**src/sv/assert_macros.svh**
```systemverilog
// Assertion macros shared by the generator RTL.
// No dependencies; included by the modules that carry checks.
`ifndef ASSERT_MACROS_SVH
`define ASSERT_MACROS_SVH

// The expression holds at every clock edge outside reset.
`define CHK_ALWAYS(label, clk, rst_n, expr, msg) \
  label: assert property (@(posedge clk) disable iff (!rst_n) (expr)) else $error(msg);

// The consequent holds at the edge where the antecedent holds.
`define CHK_SAME(label, clk, rst_n, ante, cons, msg) \
  label: assert property (@(posedge clk) disable iff (!rst_n) (ante) |-> (cons)) \
    else $error(msg);

// The consequent holds at the edge after the antecedent.
`define CHK_NEXT(label, clk, rst_n, ante, cons, msg) \
  label: assert property (@(posedge clk) disable iff (!rst_n) (ante) |=> (cons)) \
    else $error(msg);

`endif

```
**src/sv/mtg_pkg.sv**
```systemverilog
// Shared types, constants and word functions of the MT19937 generator.
// No dependencies; imported by every module of the block.
package mtg_pkg;

  localparam int STATE_WORDS  = 624;
  localparam int WORD_BITS    = 32;
  localparam int TWIST_OFFSET = 397;
  localparam int IDX_BITS     = $clog2(STATE_WORDS);

  typedef logic [WORD_BITS-1:0] word_t;
  typedef logic [IDX_BITS-1:0]  idx_t;

  localparam word_t TWIST_MATRIX = 32'h9908_b0df;
  localparam word_t TEMPER_B     = 32'h9d2c_5680;
  localparam word_t TEMPER_C     = 32'hefc6_0000;
  localparam word_t SEED_MULT    = 32'd1812433253;
  localparam idx_t  LAST_INDEX   = IDX_BITS'(STATE_WORDS - 1);

  // Control from the reseed sequencer to the cell chain.
  typedef struct packed {
    logic  busy;
    logic  push;
    word_t word;
  } seed_ctl_t;

  // Twist of the current word with its successor and the far word.
  function automatic word_t twist(input word_t cur, input word_t nxt, input word_t far);
    word_t y;
    y = {cur[WORD_BITS-1], nxt[WORD_BITS-2:0]};
    return far ^ (y >> 1) ^ (y[0] ? TWIST_MATRIX : '0);
  endfunction

  // Output tempering.
  function automatic word_t temper(input word_t w);
    word_t z;
    z = w ^ (w >> 11);
    z = z ^ ((z << 7) & TEMPER_B);
    z = z ^ ((z << 15) & TEMPER_C);
    z = z ^ (z >> 18);
    return z;
  endfunction

endpackage

```
**src/sv/mtg_cell.sv**
```systemverilog
// One word of the generator state, loaded from its neighbor on a shift.
// Depends on mtg_pkg.
module mtg_cell (
  input  logic          clk,
  input  logic          shift_en,
  input  mtg_pkg::word_t shift_in,
  output mtg_pkg::word_t word
);
  import mtg_pkg::*;

  word_t word_r;

  // Take the neighbor's word whenever the chain advances.
  always_ff @(posedge clk) begin
    if (shift_en) begin
      word_r <= shift_in;
    end
  end

  assign word = word_r;

endmodule

```
**config.mk**
```make
export PLATFORM = sky130hd
export DESIGN_NAME = mtg_cell
export DESIGN_NICKNAME = d
export VERILOG_FILES = /design/src/sv/assert_macros.svh /design/src/sv/mtg_pkg.sv /design/src/sv/mtg_cell.sv
export SDC_FILE = /design/constraint.sdc
export NUM_CORES = 1
export LEC_CHECK = 0
export BUFFER_PORTS_ARGS = -buffer_cell sky130_fd_sc_hd__buf_2
export CORE_ASPECT_RATIO = 1.75
export CORE_UTILIZATION = 30
export CTS_BUF_LIST = sky130_fd_sc_hd__clkbuf_8
export DETAILED_ROUTE_END_ITERATION = 7
export PLACE_DENSITY_LB_ADDON = 0.1
export RECOVER_POWER = 100
export SLEW_MARGIN = 5
export SYNTH_ARGS = -nofsm -noshare
export SYNTH_HDL_FRONTEND = slang
export SYNTH_SLANG_ARGS = --single-unit
```
**constraint.sdc**
```tcl
create_clock -name clk -period 0.8 [get_ports clk]
set_input_delay 0.2 -clock clk [delete_from_list [all_inputs] [get_ports clk]]
set_output_delay 0.2 -clock clk [all_outputs]
set_load 0.01 [all_outputs]
```
## After elaboration in Yosys (flattened, before gate mapping)

Cells that the tools add are included.

| word-level totals | value |
|---|---|
| bits in registers | 32 |
| logic and storage cells | 1 |

## Logic depth before layout (Yosys ltp)

| depth | value |
|---|---|
| depth in word-level cells | 0 |
| depth in mapped cells | 0 |
| gate-level depth less buffers | 0 |

## Worst setup path before layout

OpenSTA, ideal clock, no wires.

| timing path | value |
|---|---|
| path type | reg2out |
| from | register word_r[0], in the netlist word[0] |
| to | output word[0] |
| data required time | 0.600 ns |
| path slack | 0.206 ns |
| buffers on the path | 0 |
| arrival | 0.394 ns |
| stages on the path, launching flop included | 1 |
| cells stage by stage | edfxtp_1 |

RTL lines:

| item | RTL line | text |
|---|---|---|
| start: declaration | mtg_cell.sv:11 | `word_t word_r;` |
| start signal: assignment | mtg_cell.sv:16 | `word_r <= shift_in;` |
| end: declaration | mtg_cell.sv:7 | `output mtg_pkg::word_t word` |

No word-level cell between the ends.

## Final worst setup path

| timing path | value |
|---|---|
| from | register word_r[11], in the netlist word[11] |
| to | output word[11] |

No word-level cell between the ends.

==> reports/summary.md <==
- 0.1936 — sw frac
- 0 — Final Slew Violations
- buf_2 — crit-path cells
- primary input to register — type of the tightest min-delay check
- 0 — Ant. Diodes
- 3.926 — number of vias per cell after detailed routing
- 1.694 mm — final WL
- 0.9992 GHz — fmax
- 32 — Synth Instances
- 0.3211 — starting utilization of the core area
- 0 sq um — footprint of the multi-input gates
- 2 — CTS H-Tree Depth
- 0.080 — relative contribution of combinational cells to total power
- sky130_fd_sc_hd__clkbuf_8 — cell at the root of the clock tree
- sky130_fd_sc_hd__edfxtp_1 100% — top cells by area in the synthesized netlist
- 5 — clock buffers created by TritonCTS
- 32 — number of register bits inferred by synthesis
- 0 — Post CTS Setup Buffer Count
- 0 — Syn. warnings
- 0.7112 — slew margin rel.
- 0 — number of max-capacitance violations reported
- setup timing — violated checks
- 433.2 ps — transition time of the tightest slew-check pin
- 32 — # setup viols final
- 0 — antenna violations before repair
- 2 — clk buf depth
- 26 — Core Rows
- sky130_fd_sc_hd__edfxtp_1 — Slowest-stage cell, CP
- 32 — Largest register FFs
- 1 — number of buffers and inverters on the critical path
- -200.8 ps — smallest setup slack after layout
- 0.6277 nW — leakage power total
- 149 — count of non-filler cells in the finished layout
- -8.744 ps — dpl ws
- 0.6140 — Final GP Congestion
- 585 — via total after detailed routing
- 0.4858 — Final Core Density
- true — RSZ-0062 raised after global routing
- 32 — Post-synth EDFFs
- 2592 nW/um^2 — Cell Pwr Density
- 65 — count of buffers inserted at the top-level ports
- sky130_fd_sc_hd__edfxtp_1 — top cell type by total area after synthesis
- 1454 sq um — Final Instance Area
- 2.484 mm — first-pass GRT wire length
- register to output pin — kind of critical path
- 32 x sky130_fd_sc_hd__edfxtp_1 — cell types with the highest counts after synthesis
- 0 — remaining global-route overflow
- 1 — synth unique cells
- 3442 sq um — Die Area
- 30.03 sq um — Post-Syn Area per Cell
- 0 — number of nets still failing antenna checks after routing
- 0 — post-cts sizing count
- done — TritonCTS clock tree
- 960.9 sq um — combined area of all synthesized cells
- 1.251 — fraction of the cycle the final worst path needs
- 2 — Pre-antenna DRT Iters
- 60 ps — CTS clk-pin slew, worst paths
- 2993 sq um — area of the core
- 370 ps — peak per-stage delay on the critical path
- flip-flops — Worst path top cell family by delay
- output pin — CP endpoint kind
- 1379 sq um — Placed Instance Area
- 3 — number of violations reported at the end of detailed-routing iteration 0
- 594 — vias in the first global route
- 44.78 um — die width
- 3.038 mW — Int Pwr
- finished, violations left — result of the run
- 1 — worst-path maximum fanout
- 66 — I/O pin count
- 0 — number of design rule violations left after detail routing
- 51.30% — area delta synth->final
- 1.551 mV — Max VDD drop
- register — kind of launch point of the worst setup path
- 140 — number of nets in the final layout
- 1001 ps — clock period minus worst slack
- -5742 ps — final sum of negative setup slack
- 0.537 — Reg power frac
- 11.37 um — wire length per cell after detailed routing
- 729.5 uW — Psw
- 0 — asr flop ratio synth
- 1.000 — Yosys top cell area share
- 19 — maximum number of pins on one net before global-route repair
- 800 ps — signal arrival time at the worst endpoint
- sky130_fd_sc_hd__edfxtp_1 — most instantiated library cell after synthesis
- 0 — multi-input logic cell count
- 32 — clock sinks
- 76.87 um — y dimension of the die
- 0.384 — Clock power frac
- 141 — Placed Instances
- 66 — Post-Synthesis Net Count
- 600 ps — Required @ worst endpoint
- sky130_fd_sc_hd__edfxtp_1 — primary flip-flop cell chosen by synthesis mapping
- 1.000 — sequential share of the synthesized area
- 0.6729 — ratio of cells with drive above 1 in the final layout
- 0 — Hold Violations, Final
- 91.34 ps — worst hold slack across all endpoints
- 3.768 mW — Overall Power
- 0.1064 — global routing usage summed across all routing layers
## cells in the final DEF, fill, tap and decap left out
cell type                   count
sky130_fd_sc_hd__clkbuf_8       5
sky130_fd_sc_hd__buf_2         64
sky130_fd_sc_hd__clkinv_1       2
sky130_fd_sc_hd__bufinv_16      1
sky130_fd_sc_hd__clkbuf_1       1
sky130_fd_sc_hd__edfxtp_1      32
sky130_fd_sc_hd__clkbuf_2       2
## timing repair
action | CTS | global route
setup endpoints to repair | 32 | 32
gates cloned | 0 | 0
hold buffers | 0 | 0
## cell families (layout without fill, tap and decap cells)
kind of cell	after synthesis	count (layout)	share of synthesized area
buffers and inverters	0	75	0
DFF	32	32	1.000
## per-layer routing
| layer | routed length (um) | share of wire | GRT usage | vias to the layer above |
|---|---|---|---|---|
| li1 | - | - | - | 275 |
| met1 | 600 | 0.35 | 0.09779 | 253 |
| met2 | 838 | 0.49 | 0.1647 | 51 |
| met3 | 204 | 0.12 | 0.06588 | 6 |
| met4 | 52 | 0.031 | 0.07273 | 0 |
| met5 | 0 | 0 | 0 | - |
## final cells by class
class,count,area [sq um]
clock buffers,5,68.82
flip-flops and latches,32,960.9
repair buffers,67,334.1
well taps,42,52.55
fillers,284,1539
clock inverters,3,37.54
## worst paths after layout
path | start | endpoint | slack, ps | depth (start not counted)
hold / removal | shift_in[16] | word[16] | 90 | 1
setup / recovery | word[11] | word[11] | -200 | 1
## power by group through the flow
stage                     logic, mW  registers, mW  clock network [mW]
after global placement        0.324           2.05                   0
after CTS                     0.326           2.02                1.49
after floorplan                   0           2.14                   0
after detailed placement      0.327           2.06                   0
after global routing          0.324           2.04                1.56
final                         0.300           2.02                1.45
(Power assumes the default switching activity.)
