==> config.mk <==
export PLATFORM = sky130hd
export DESIGN_NAME = mtg_seeder
export DESIGN_NICKNAME = d
export VERILOG_FILES = /design/src/sv/mtg_pkg.sv /design/src/sv/mtg_seeder.sv
export VERILOG_INCLUDE_DIRS = /design/src /design/src/sv
export SDC_FILE = /design/constraint.sdc
export NUM_CORES = 1
export LEC_CHECK = 0
export BUFFER_PORTS_ARGS = -buffer_cell sky130_fd_sc_hd__clkbuf_2
export CORE_MARGIN = 5
export CORE_UTILIZATION = 45
export CTS_CLUSTER_SIZE = 40
export DETAILED_ROUTE_END_ITERATION = 10
export GPL_ROUTABILITY_DRIVEN = 0
export PLACE_DENSITY = 0.72
export SLEW_MARGIN = 15
export SYNTH_ARGS = -nofsm -noshare
export SYNTH_HDL_FRONTEND = slang
export SYNTH_SLANG_ARGS = --single-unit
==> constraint.sdc <==
create_clock -name clk -period 15.9 [get_ports clk]
set_input_delay 3.975 -clock clk [delete_from_list [all_inputs] [get_ports clk]]
set_output_delay 3.975 -clock clk [all_outputs]
set_load 0.005 [all_outputs]
==> src/sv/assert_macros.svh <==
// Assertion macros shared by the generator RTL.
// No dependencies; included by the modules that carry checks.
`ifndef ASSERT_MACROS_SVH
`define ASSERT_MACROS_SVH

// The expression holds at every clock edge outside reset.
`define CHK_ALWAYS(label, clk, rst_n, expr, msg) \
  label: assert property (@(posedge clk) disable iff (!rst_n) (expr)) else $error(msg);

// The consequent holds at the edge where the antecedent holds.
`define CHK_SAME(label, clk, rst_n, ante, cons, msg) \
  label: assert property (@(posedge clk) disable iff (!rst_n) (ante) |-> (cons)) \
    else $error(msg);

// The consequent holds at the edge after the antecedent.
`define CHK_NEXT(label, clk, rst_n, ante, cons, msg) \
  label: assert property (@(posedge clk) disable iff (!rst_n) (ante) |=> (cons)) \
    else $error(msg);

`endif

==> src/sv/mtg_pkg.sv <==
// Shared types, constants and word functions of the MT19937 generator.
// No dependencies; imported by every module of the block.
package mtg_pkg;

  localparam int STATE_WORDS  = 624;
  localparam int WORD_BITS    = 32;
  localparam int TWIST_OFFSET = 397;
  localparam int IDX_BITS     = $clog2(STATE_WORDS);

  typedef logic [WORD_BITS-1:0] word_t;
  typedef logic [IDX_BITS-1:0]  idx_t;

  localparam word_t TWIST_MATRIX = 32'h9908_b0df;
  localparam word_t TEMPER_B     = 32'h9d2c_5680;
  localparam word_t TEMPER_C     = 32'hefc6_0000;
  localparam word_t SEED_MULT    = 32'd1812433253;
  localparam idx_t  LAST_INDEX   = IDX_BITS'(STATE_WORDS - 1);

  // Control from the reseed sequencer to the cell chain.
  typedef struct packed {
    logic  busy;
    logic  push;
    word_t word;
  } seed_ctl_t;

  // Twist of the current word with its successor and the far word.
  function automatic word_t twist(input word_t cur, input word_t nxt, input word_t far);
    word_t y;
    y = {cur[WORD_BITS-1], nxt[WORD_BITS-2:0]};
    return far ^ (y >> 1) ^ (y[0] ? TWIST_MATRIX : '0);
  endfunction

  // Output tempering.
  function automatic word_t temper(input word_t w);
    word_t z;
    z = w ^ (w >> 11);
    z = z ^ ((z << 7) & TEMPER_B);
    z = z ^ ((z << 15) & TEMPER_C);
    z = z ^ (z >> 18);
    return z;
  endfunction

endpackage

==> src/sv/mtg_seeder.sv <==
// Reseed sequencer: produces the seed words one by one for the chain tail.
// Depends on mtg_pkg and assert_macros.svh.
`include "assert_macros.svh"

module mtg_seeder (
  input  logic                clk,
  input  logic                rst_n,
  input  logic                start,
  input  mtg_pkg::word_t      seed,
  input  mtg_pkg::word_t      tail_word,
  output mtg_pkg::seed_ctl_t  ctl
);
  import mtg_pkg::*;

  typedef enum logic [1:0] {ST_IDLE, ST_LOAD, ST_MUL, ST_ADD} st_t;

  st_t   st_r;
  idx_t  count_r;
  word_t acc_r;
  word_t mix;
  word_t product;

  // Multiply stage of the recurrence on the word last pushed.
  always_comb begin
    mix     = tail_word ^ (tail_word >> 30);
    product = SEED_MULT * mix;
  end

  // Sequencer: load the seed, then one multiply and one add per word.
  always_ff @(posedge clk) begin
    if (!rst_n) begin
      st_r    <= ST_IDLE;
      count_r <= '0;
    end else begin
      case (st_r)
        ST_IDLE: begin
          if (start) begin
            acc_r <= seed;
            st_r  <= ST_LOAD;
          end
        end
        ST_LOAD: begin
          count_r <= idx_t'(1);
          st_r    <= ST_MUL;
        end
        ST_MUL: begin
          acc_r <= product;
          st_r  <= ST_ADD;
        end
        ST_ADD: begin
          if (count_r == LAST_INDEX) begin
            st_r <= ST_IDLE;
          end else begin
            count_r <= count_r + idx_t'(1);
            st_r    <= ST_MUL;
          end
        end
        default: begin
          st_r <= ST_IDLE;
        end
      endcase
    end
  end

  // Word pushed into the chain tail.
  always_comb begin
    ctl.busy = (st_r != ST_IDLE);
    ctl.push = (st_r == ST_LOAD) || (st_r == ST_ADD);
    ctl.word = (st_r == ST_LOAD) ? acc_r : acc_r + WORD_BITS'(count_r);
  end

  `CHK_NEXT(a_last_word_ends, clk, rst_n, (st_r == ST_ADD) && (count_r == LAST_INDEX), !ctl.busy, "reseed did not end after the last word")
  `CHK_SAME(a_count_range, clk, rst_n, ctl.busy, count_r <= LAST_INDEX, "reseed word count out of range")
  `CHK_NEXT(a_start_loads, clk, rst_n, start && !ctl.busy, ctl.push && (ctl.word == $past(seed)), "seed not pushed first")

endmodule

## Word level (Yosys, flattened, before mapping)

Index checks and enable logic that the tools add are counted.
W data, S select, Z words.

| cells by class | value |
|---|---|
| add/sub/neg operators | 2 |
| multiply operators | 1 |
| div/mod/pow operators | 0 |
| magnitude comparators | 0 |
| eq/ne operators | 6 |
| shifts and indexed selects | 0 |
| muxes and demuxes | 8 |
| bitwise gates (word level) | 1 |
| reductions and logical operators | 7 |

Operator list:

| cell | number |
|---|---|
| $mux W32 | 2 |
| $pmux W32 S2 | 1 |
| $add A32 B10 Y32 | 1 |
| $mul A31 B32 Y32 const A | 1 |
| $xor A32 B2 Y32 | 1 |
| $pmux W10 S2 | 1 |
| $add A10 B1 Y10 const B | 1 |
| $eq A10 B10 Y1 const B | 1 |
| $mux W10 | 1 |
| $pmux W2 S4 | 1 |
| $reduce_bool A2 Y1 | 3 |
| $eq A2 B2 Y1 const B | 2 |
| $mux W2 | 2 |
| $ne A2 B2 Y1 const B | 2 |
| $reduce_and A3 Y1 | 1 |
| $eq A2 B1 Y1 const B | 1 |
| $logic_not A2 Y1 | 1 |
| $reduce_and A2 Y1 | 1 |
| $logic_or A1 B1 Y1 | 1 |

| storage, ports and cells | value |
|---|---|
| register bits | 44 |
| bits in latches | 0 |
| bits in writable memories | 0 |
| bits in read-only memories | 0 |
| input port bits | 67 |
| output and inout bits | 34 |
| word-level logic and storage cells | 28 |
| memories | 0 |

## Logic depth before layout (Yosys ltp)

Gate-level depths: netlist of run 1.

| depth | value |
|---|---|
| word-level depth | 3 |
| gate-level depth with buffers | 25 |
| gate-level depth less buffers | 24 |

## Least setup slack after synthesis of run 1

OpenSTA, ideal clock, no wires.

| timing | value |
|---|---|
| path type | input port to flip-flop |
| start point | input tail_word[1] |
| end point | register acc_r[31] (data pin) |
| setup time | 0.152 ns |
| arrival time | 10.121 ns |
| data required time | 15.748 ns |
| path slack | 5.628 ns |
| cell stages on the path | 25 |
| path buffers | 1 |
| path through | xor2_1 xnor2_1 ha_1 or2_2 ha_1 inv_1 fa_1 inv_1 ha_1 fa_1 fa_1 fa_1 inv_1 fa_1 inv_1 ha_1 buf_4 a21o_2 a31oi_1 o21ai_1 or3_1 o211a_1 o31a_1 or3_1 a31oi_1 |

| on the way | value |
|---|---|
| cells in the longest elaborated chain, start to end | 3 |

Ends and longest elaborated chain:

| what | line | source |
|---|---|---|
| start: declaration | mtg_seeder.sv:10 | `input mtg_pkg::word_t tail_word,` |
| $xor A32 B2 Y32 | mtg_seeder.sv:25 | `mix = tail_word ^ (tail_word >> 30);` |
| $mul A31 B32 Y32 | mtg_seeder.sv:26 | `product = SEED_MULT * mix;` |
| $pmux W32 S2 | mtg_seeder.sv:35 | `case (st_r)` |
| end signal: assignment | mtg_seeder.sv:47 | `acc_r <= product;` |
| end: declaration | mtg_seeder.sv:19 | `word_t acc_r;` |

Every way passes these cells.
A chain may end at the register's enable or synchronous reset.

## Worst setup path after layout of run 1

| timing | value |
|---|---|
| start point | input tail_word[31] |
| end point | register acc_r[31] (data pin) |

The elaborated chain is that of the path after synthesis.

==> key figures, run 1 <==
Timing
  – Setup_tns: 0 ns
  – Clock period minus worst slack: between 10 and 15 ns
  – Final setup violating endpoints: 0
  – Fmax: 0.0925 GHz
  – Endpoints failing hold: 0
  – Fin. max-slew vios: 0
  – Period utilization: between 60% and 70%
  – Skew final: about 0.0093 ns
  – RSZ-0062 raised after global routing: no
  – Worst slew margin: between 30% and 40%
  – Worst slew pin tran: 0.952 ns

Logic synthesis
  – Post-synth EDFFs: 32
  – Async S/R FF share, synth: 0%
  – Predominant post-synthesis flop cell: edfxtp_1
  – Sequential area share after synthesis: between 10% and 20%
  – Syn Nets: 1541
  – Post-synthesis cell type count: 51
  – Seq cells post-synth: 44
  – Synth warn: 0
  – Syn avg cell area: around 9.5 um^2
  – Cell area after technology mapping: ~10000 um^2
  – Post-synthesis cell count: around 1100

GRT
  – Global-route wire length before repair: between 40 and 50 mm
  – GRT Total Usage: between 10% and 20%
  – Largest net degree at the start of global routing: 59
  – Initial antenna violation count: 0
  – Vias in the first global route: approximately 8000
  – Overflow after GRT: 0

Cells and area
  – Multi-input logic area: 8180 um^2
  – Diode count: 0
  – Register area: roughly 1200 um^2
  – Final instance area: around 11000 um^2
  – Share of layout cells above drive strength 1: 10.4%
  – Final nets: 1636
  – # fillers: about 2100
  – Syn-to-layout area delta: 9.77%

Flow run
  – Max-cap violation count: 0

Clock tree
  – Resized Gates After CTS: 0
  – Num CTS Buffers: 5
  – Post-CTS Repair Setup Buffers: 0
  – Max clock buf depth: 2
  – CTS tree: yes
  – Root Driver: clkbuf_16
  – CTS sink cnt: 44
  – Later-pin clock latency in the skew report: between 0.2 and 0.3 ns
  – Hold_buf cts: 0
  – H-tree depth: 2
  – Clock-pin transition on the worst setup and hold timing paths: approximately 0.06 ns

Drt
  – Antenna Nets Post-Route: 0
  – Via Count: between 7000 and 8000
  – Vias/cell: 4.95
  – Final wirelength: approximately 24 mm
  – Initial DRC Count: around 310
  – DRT Pass-1 Iters: 4
  – Number of remaining DRC errors: 0
  – WL per Instance: 15.7 um

Placed design
  – Placed inst area: 11300 um^2
  – HPWL after DPL: around 21 mm
  – Port Buf Inserts: 100

Critical path
  – Req. time, crit path: approximately 16 ns
  – CP Capture Type: register
  – CP max FO: 8
  – Worst path arrival time: about 11 ns
  – Worst setup SP type: primary input
  – CP Class: primary input to register

Run status
  – Status: completed

Die
  – Ports: 101
  – Initial core utilization: ~46%
  – Area of the core: roughly 23000 um^2
  – Rows: 55
  – Overall die area: ~26000 um^2
  – Chip Height: between 150 and 200 um
  – Die W: 163 um

Hold path
  – HP Class: register to register
cells in the mapped netlist, types with 2 or more instances:
library cell  count  area share (%)
ha_1            220              26
clkbuf_1         10            0.36
nand2_1          71             2.5
nor3b_1           3            0.22
and3_1            7            0.42
nand2b_1          4            0.24
a21boi_0          2            0.14
nor2b_1           4            0.24
a21o_2            2            0.17
a21o_1           11            0.79
xor2_1           36             3.0
buf_4             2            0.14
a21oi_1          28             1.3
o211a_1           3            0.29
or2_2             5            0.30
edfxtp_1         32             9.2
nand3_1          21             1.0
buf_1             2           0.072
nand3b_1          3            0.22
nand4_1           4            0.24
dfxtp_1          12             2.3
a211oi_1          7            0.50
o21bai_1          6            0.43
nor4_1            2            0.12
inv_1           275             9.9
and2_1            2            0.12
and3_2            2            0.14
fa_1            147              28
and4_1            3            0.25
o31ai_1           4            0.29
mux2_2            2            0.22
o21a_1            2            0.14
nor2_1           46             1.6
o21ai_0          41             2.0
o41ai_1           2            0.17
nor3_1            9            0.43
or3_1             3            0.18
o211ai_1          2            0.14
xnor2_1          53             4.4
a31oi_1           6            0.36
cell usage in the layout, fill, tap and decap left out, types with 2 or more instances in the layout:
master,n
and3_2,2
o21ai_0,41
dfxtp_1,12
a21oi_1,28
nor2b_1,4
ha_1,220
clkbuf_2,100
nand3b_1,3
buf_4,2
nor2_1,46
edfxtp_1,32
nor4_1,2
nand2b_1,3
a21o_1,11
clkbuf_16,5
mux2_2,2
o211ai_1,2
o211a_1,3
inv_1,275
nor3_1,9
a211oi_1,7
o21a_1,2
o41ai_1,2
and2_1,2
or3_1,3
xnor2_1,53
a21boi_0,2
nand2_1,71
o21bai_1,6
nor3b_1,2
o31ai_1,4
fa_1,147
or2_2,5
xor2_1,36
a31oi_1,6
nand4_1,4
and4_1,3
a21o_2,2
and3_1,7
nand3_1,21
through the flow:
step	utilization [%]	worst slack [ns]	instances	hold slack [ns]
final	50.4	5.09	1516	0.578
after global routing	50.4	4.69	1516	0.606
after CTS	50.4	5.12	1516	0.581
after detailed placement	49.7	4.81	1508	0.558
after global placement	49.7	4.93	1508	0.551
after floorplan	-	5.63	1107	0.507
routing by layer:
layer	wire [um]	part of all wire (%)	GRT usage (%)	vias up
met5	0	0	0	-
met4	360	1.5	3.96	0
met3	1120	4.7	2.35	30
met2	11300	47	32.1	149
met1	11100	47	25.6	3592
li1	-	-	-	3728
layout make-up:
| cell class | instances | area share [%] |
|---|---|---|
| clock buffers | 5 | 1.09 |
| clock inverters | 3 | 0.370 |
| inverters | 275 | 8.98 |
| multi-input cells | 774 | 71.2 |
| flip-flops and latches | 44 | 10.5 |
| well taps | 313 | 3.41 |
| repair buffers | 102 | 4.49 |
state kept, by name, indices dropped and copies added, names as in the netlist:
register,count
st_r,2
count_r,10
acc_r,32
cells by family after synthesis:
kind of cell	Yosys count	share of synthesized area (%)
muxes	2	0.215
DFF	44	11.5
xor gates and xnor gates	89	7.45
buffers and inverters	289	10.4
AOI/OAI and AO/OA	124	7.42
and+or+nand+nor	192	8.58
adders and majority gates	367	54.4
worst max-delay path, stage by stage:
cell      delay (ns)
clkbuf_2        0.10
xor2_1          0.69
xnor2_1         0.39
ha_1            0.29
or2_2           0.29
ha_1            0.27
inv_1           0.04
fa_1            0.47
inv_1           0.04
ha_1            0.18
fa_1            0.46
fa_1            0.50
fa_1            0.50
inv_1           0.05
fa_1            0.47
inv_1           0.04
ha_1            0.37
a21o_2          0.26
a31oi_1         0.15
o21ai_1         0.09
or3_1           0.33
o211a_1         0.22
o31a_1          0.29
or3_1           0.30
a31oi_1         0.15
path summary, 6_finish.rpt:
| path | start | end | slack [ns] | cells after the start |
|---|---|---|---|---|
| min reg2reg | count_r[3] | count_r[3] | 0.58 | 2 |
| max | tail_word[31] | acc_r[31] | 5.09 | 25 |
| min | count_r[3] | count_r[3] | 0.58 | 2 |
| max reg2reg | count_r[0] | count_r[7] | 13.44 | 9 |
Power of run 1 is not shown: default switching activity piles up to over one toggle a cycle in this logic, so the estimate is an artifact.
==> run 2: changes to the inputs <==
--- a/config.mk
+++ b/config.mk
@@ -12,7 +12,7 @@
 export CTS_CLUSTER_SIZE = 40
 export DETAILED_ROUTE_END_ITERATION = 10
 export GPL_ROUTABILITY_DRIVEN = 0
-export PLACE_DENSITY = 0.72
+export PLACE_DENSITY = 0.75
 export SLEW_MARGIN = 15
 export SYNTH_ARGS = -nofsm -noshare
 export SYNTH_HDL_FRONTEND = slang
==> constraint.sdc (replaced) <==
create_clock -name clk -period 8.9 [get_ports clk]
set_input_delay 2.225 -clock clk [delete_from_list [all_inputs] [get_ports clk]]
set_output_delay 2.225 -clock clk [all_outputs]
set_load 0.005 [all_outputs]
==> key figures, run 2 (synthesis results as in run 1) <==
Cells and area
  – Fin cells: 1528 (+0.79%)
  – # fillers: 2083 (-1.0%)
  – Share of layout cells above drive strength 1: 11.1% (+0.72 points)
  – Biggest regs: acc_r: 32 flops, count_r: 10 flops, st_r: 2 flops
  – Biggest register: acc_r
  – Number of flip-flops in the largest register: 32 (unchanged)
  – Most frequent cells in the layout: inv_1, ha_1, fa_1
  – Commonest non-fill, non-tap cell in the layout: inv_1
  – Diode count: 0 (unchanged)
  – Syn-to-layout area delta: 10.4%
  – Final nets: 1648 (+0.73%)

Critical path
  – CP max FO: 8 (unchanged)
  – Reg-to-Reg Start: count_r[0]
  – Req. time, crit path: 9.02 ns (-7.02 ns)
  – CP Class: primary input to register
  – Crit. Startpoint: tail_word[30]
  – FF-to-FF path depth: 9 (unchanged)
  – CP Capture Type: register
  – Worst path arrival time: 8.65 ns (-2.29 ns)
  – Worst setup SP type: primary input

Clock tree
  – Later-pin clock latency in the skew report: 0.28 ns (about the same)
  – Resized Gates After CTS: 0 (unchanged)
  – Max clock buf depth: 2 (unchanged)
  – Clock-pin transition on the worst setup and hold timing paths: 0.06 ns (about the same)
  – Root Driver: clkbuf_16
  – H-tree depth: 2 (unchanged)
  – Num CTS Buffers: 5 (unchanged)
  – Post-CTS Repair Setup Buffers: 0 (unchanged)
  – CTS sink cnt: 44 (unchanged)
  – Hold_buf cts: 0 (unchanged)
  – CTS tree: yes

Timing
  – Fin worst setup slack: 0.370 ns (-4.72 ns)
  – Clock period minus worst slack: around 8.5 ns
  – Final setup violating endpoints: 0 (unchanged)
  – Worst slew pin tran: 0.951 ns (-0.00129 ns)
  – Fin. max-slew vios: 0 (unchanged)
  – Period utilization: between 90% and 100%
  – Endpoints failing hold: 0 (unchanged)
  – Setup_tns: 0 ns (unchanged)
  – RSZ-0062 raised after global routing: no
  – Fmax: between 0.1 and 0.15 GHz
  – Skew final: 0.00384 ns (-0.00541 ns)
  – Worst slew margin: 36.6% (+0.086 points)

Placed design
  – Port Buf Inserts: 100 (unchanged)
  – Cell total after placement: 1520 (+0.80%)
  – HPWL after DPL: 21.9 mm (+4.1%)
  – Post-place setup slack: 0.192 ns (-4.62 ns)

Die
  – Rows: 55 (unchanged)
  – Chip Height: 163 um (unchanged)
  – Die W: 163 um (unchanged)
  – Initial core utilization: 45.9% (unchanged)
  – Ports: 101 (unchanged)
  – Area of the core: 22800 um^2 (unchanged)
  – Overall die area: 26400 um^2 (unchanged)

Drt
  – WL met1: 11.1 mm (-0.27%)
  – Antenna Nets Post-Route: 0 (unchanged)
  – DRT Pass-1 Iters: 5 (+1)
  – Wire length on met2: 11.6 mm (+3.0%)
  – Vias/cell: 4.99 (+0.95%)
  – WL per Instance: 15.9 um (+0.89%)
  – Via Count: 7630 (+1.7%)
  – Highest metal used: met4
  – Number of remaining DRC errors: 0 (unchanged)
  – Initial DRC Count: 353 (+15%)
  – Met3 WL post-DR: 1.11 mm (-0.80%)
  – Final wirelength: 24.3 mm (+1.7%)

GRT
  – GRT Total Usage: 19.4% (+0.62 points)
  – Overflow after GRT: 0 (unchanged)
  – Vias in the first global route: 8296 (+3.2%)
  – Largest net degree at the start of global routing: 59 (unchanged)
  – Initial antenna violation count: 0 (unchanged)
  – Global-route wire length before repair: 41.4 mm (+3.5%)

Hold path
  – Worst hold start: count_r[9]
  – HP Class: register to register
  – Hold Path Depth: 2 (unchanged)

Run status
  – Status: completed

Flow run
  – Max-cap violation count: 0 (unchanged)
## run 2: cell types whose count changed in the layout (fill, tap and decap cells not counted), sizes merged
cell | previous run | this run
clkbuf | 105 | 108
clkinv | 1 | 0
bufinv | 1 | 0
buf | 2 | 14
clkinvlp | 1 | 0
## run 2: final cells by class
type                            instances  area, um^2  share of cell area [%]
Multi-Input combinational cell        774        8180                    70.8
Sequential cell                        44        1200                    10.4
Inverter                              275        1030                    8.93
Timing Repair Buffer                  114         606                    5.24
Tap cell                              313         392                    3.39
Clock buffer                            8         146                    1.27
## run 2: stage by stage
stage / area [um^2] / utilization (%) / hold WS [ns]
finish: 11600 / 50.7 / 0.569
global route: 11600 / 50.7 / 0.605
CTS: 11600 / 50.7 / 0.581
detailed placement: 11400 / 50.1 / 0.566
global placement: 11400 / 50.1 / 0.555
floorplan: 10500 / - / 0.507
## run 2: path summary, 6_finish.rpt
kind,slack (ns),to
max,0.37,acc_r[31]
min,0.57,count_r[9]
max reg2reg,6.54,count_r[7]
min reg2reg,0.57,count_r[9]
## run 2: per-layer routing
metal | vias to the layer above | GRT usage [%]
li1 | 3754 | -
met1 | 3640 | 26.6
met2 | 198 | 32.9
met3 | 38 | 1.95
met4 | 0 | 4.81
met5 | - | 0
## run 2: worst max-delay path, cell delays in order
cell,delay (ns)
clkbuf_2,0.10
xnor2_1,0.35
xnor2_1,0.17
ha_1,0.20
or2_2,0.29
ha_1,0.27
inv_1,0.05
fa_1,0.48
inv_1,0.05
ha_1,0.18
fa_1,0.46
fa_1,0.51
fa_1,0.49
inv_1,0.05
fa_1,0.47
inv_1,0.04
ha_1,0.38
a21o_2,0.27
a31oi_1,0.19
o21ai_1,0.11
or3_1,0.34
o211a_1,0.24
o31a_1,0.28
or3_1,0.30
a31oi_1,0.16
Power of run 2 is left out for the same reason.
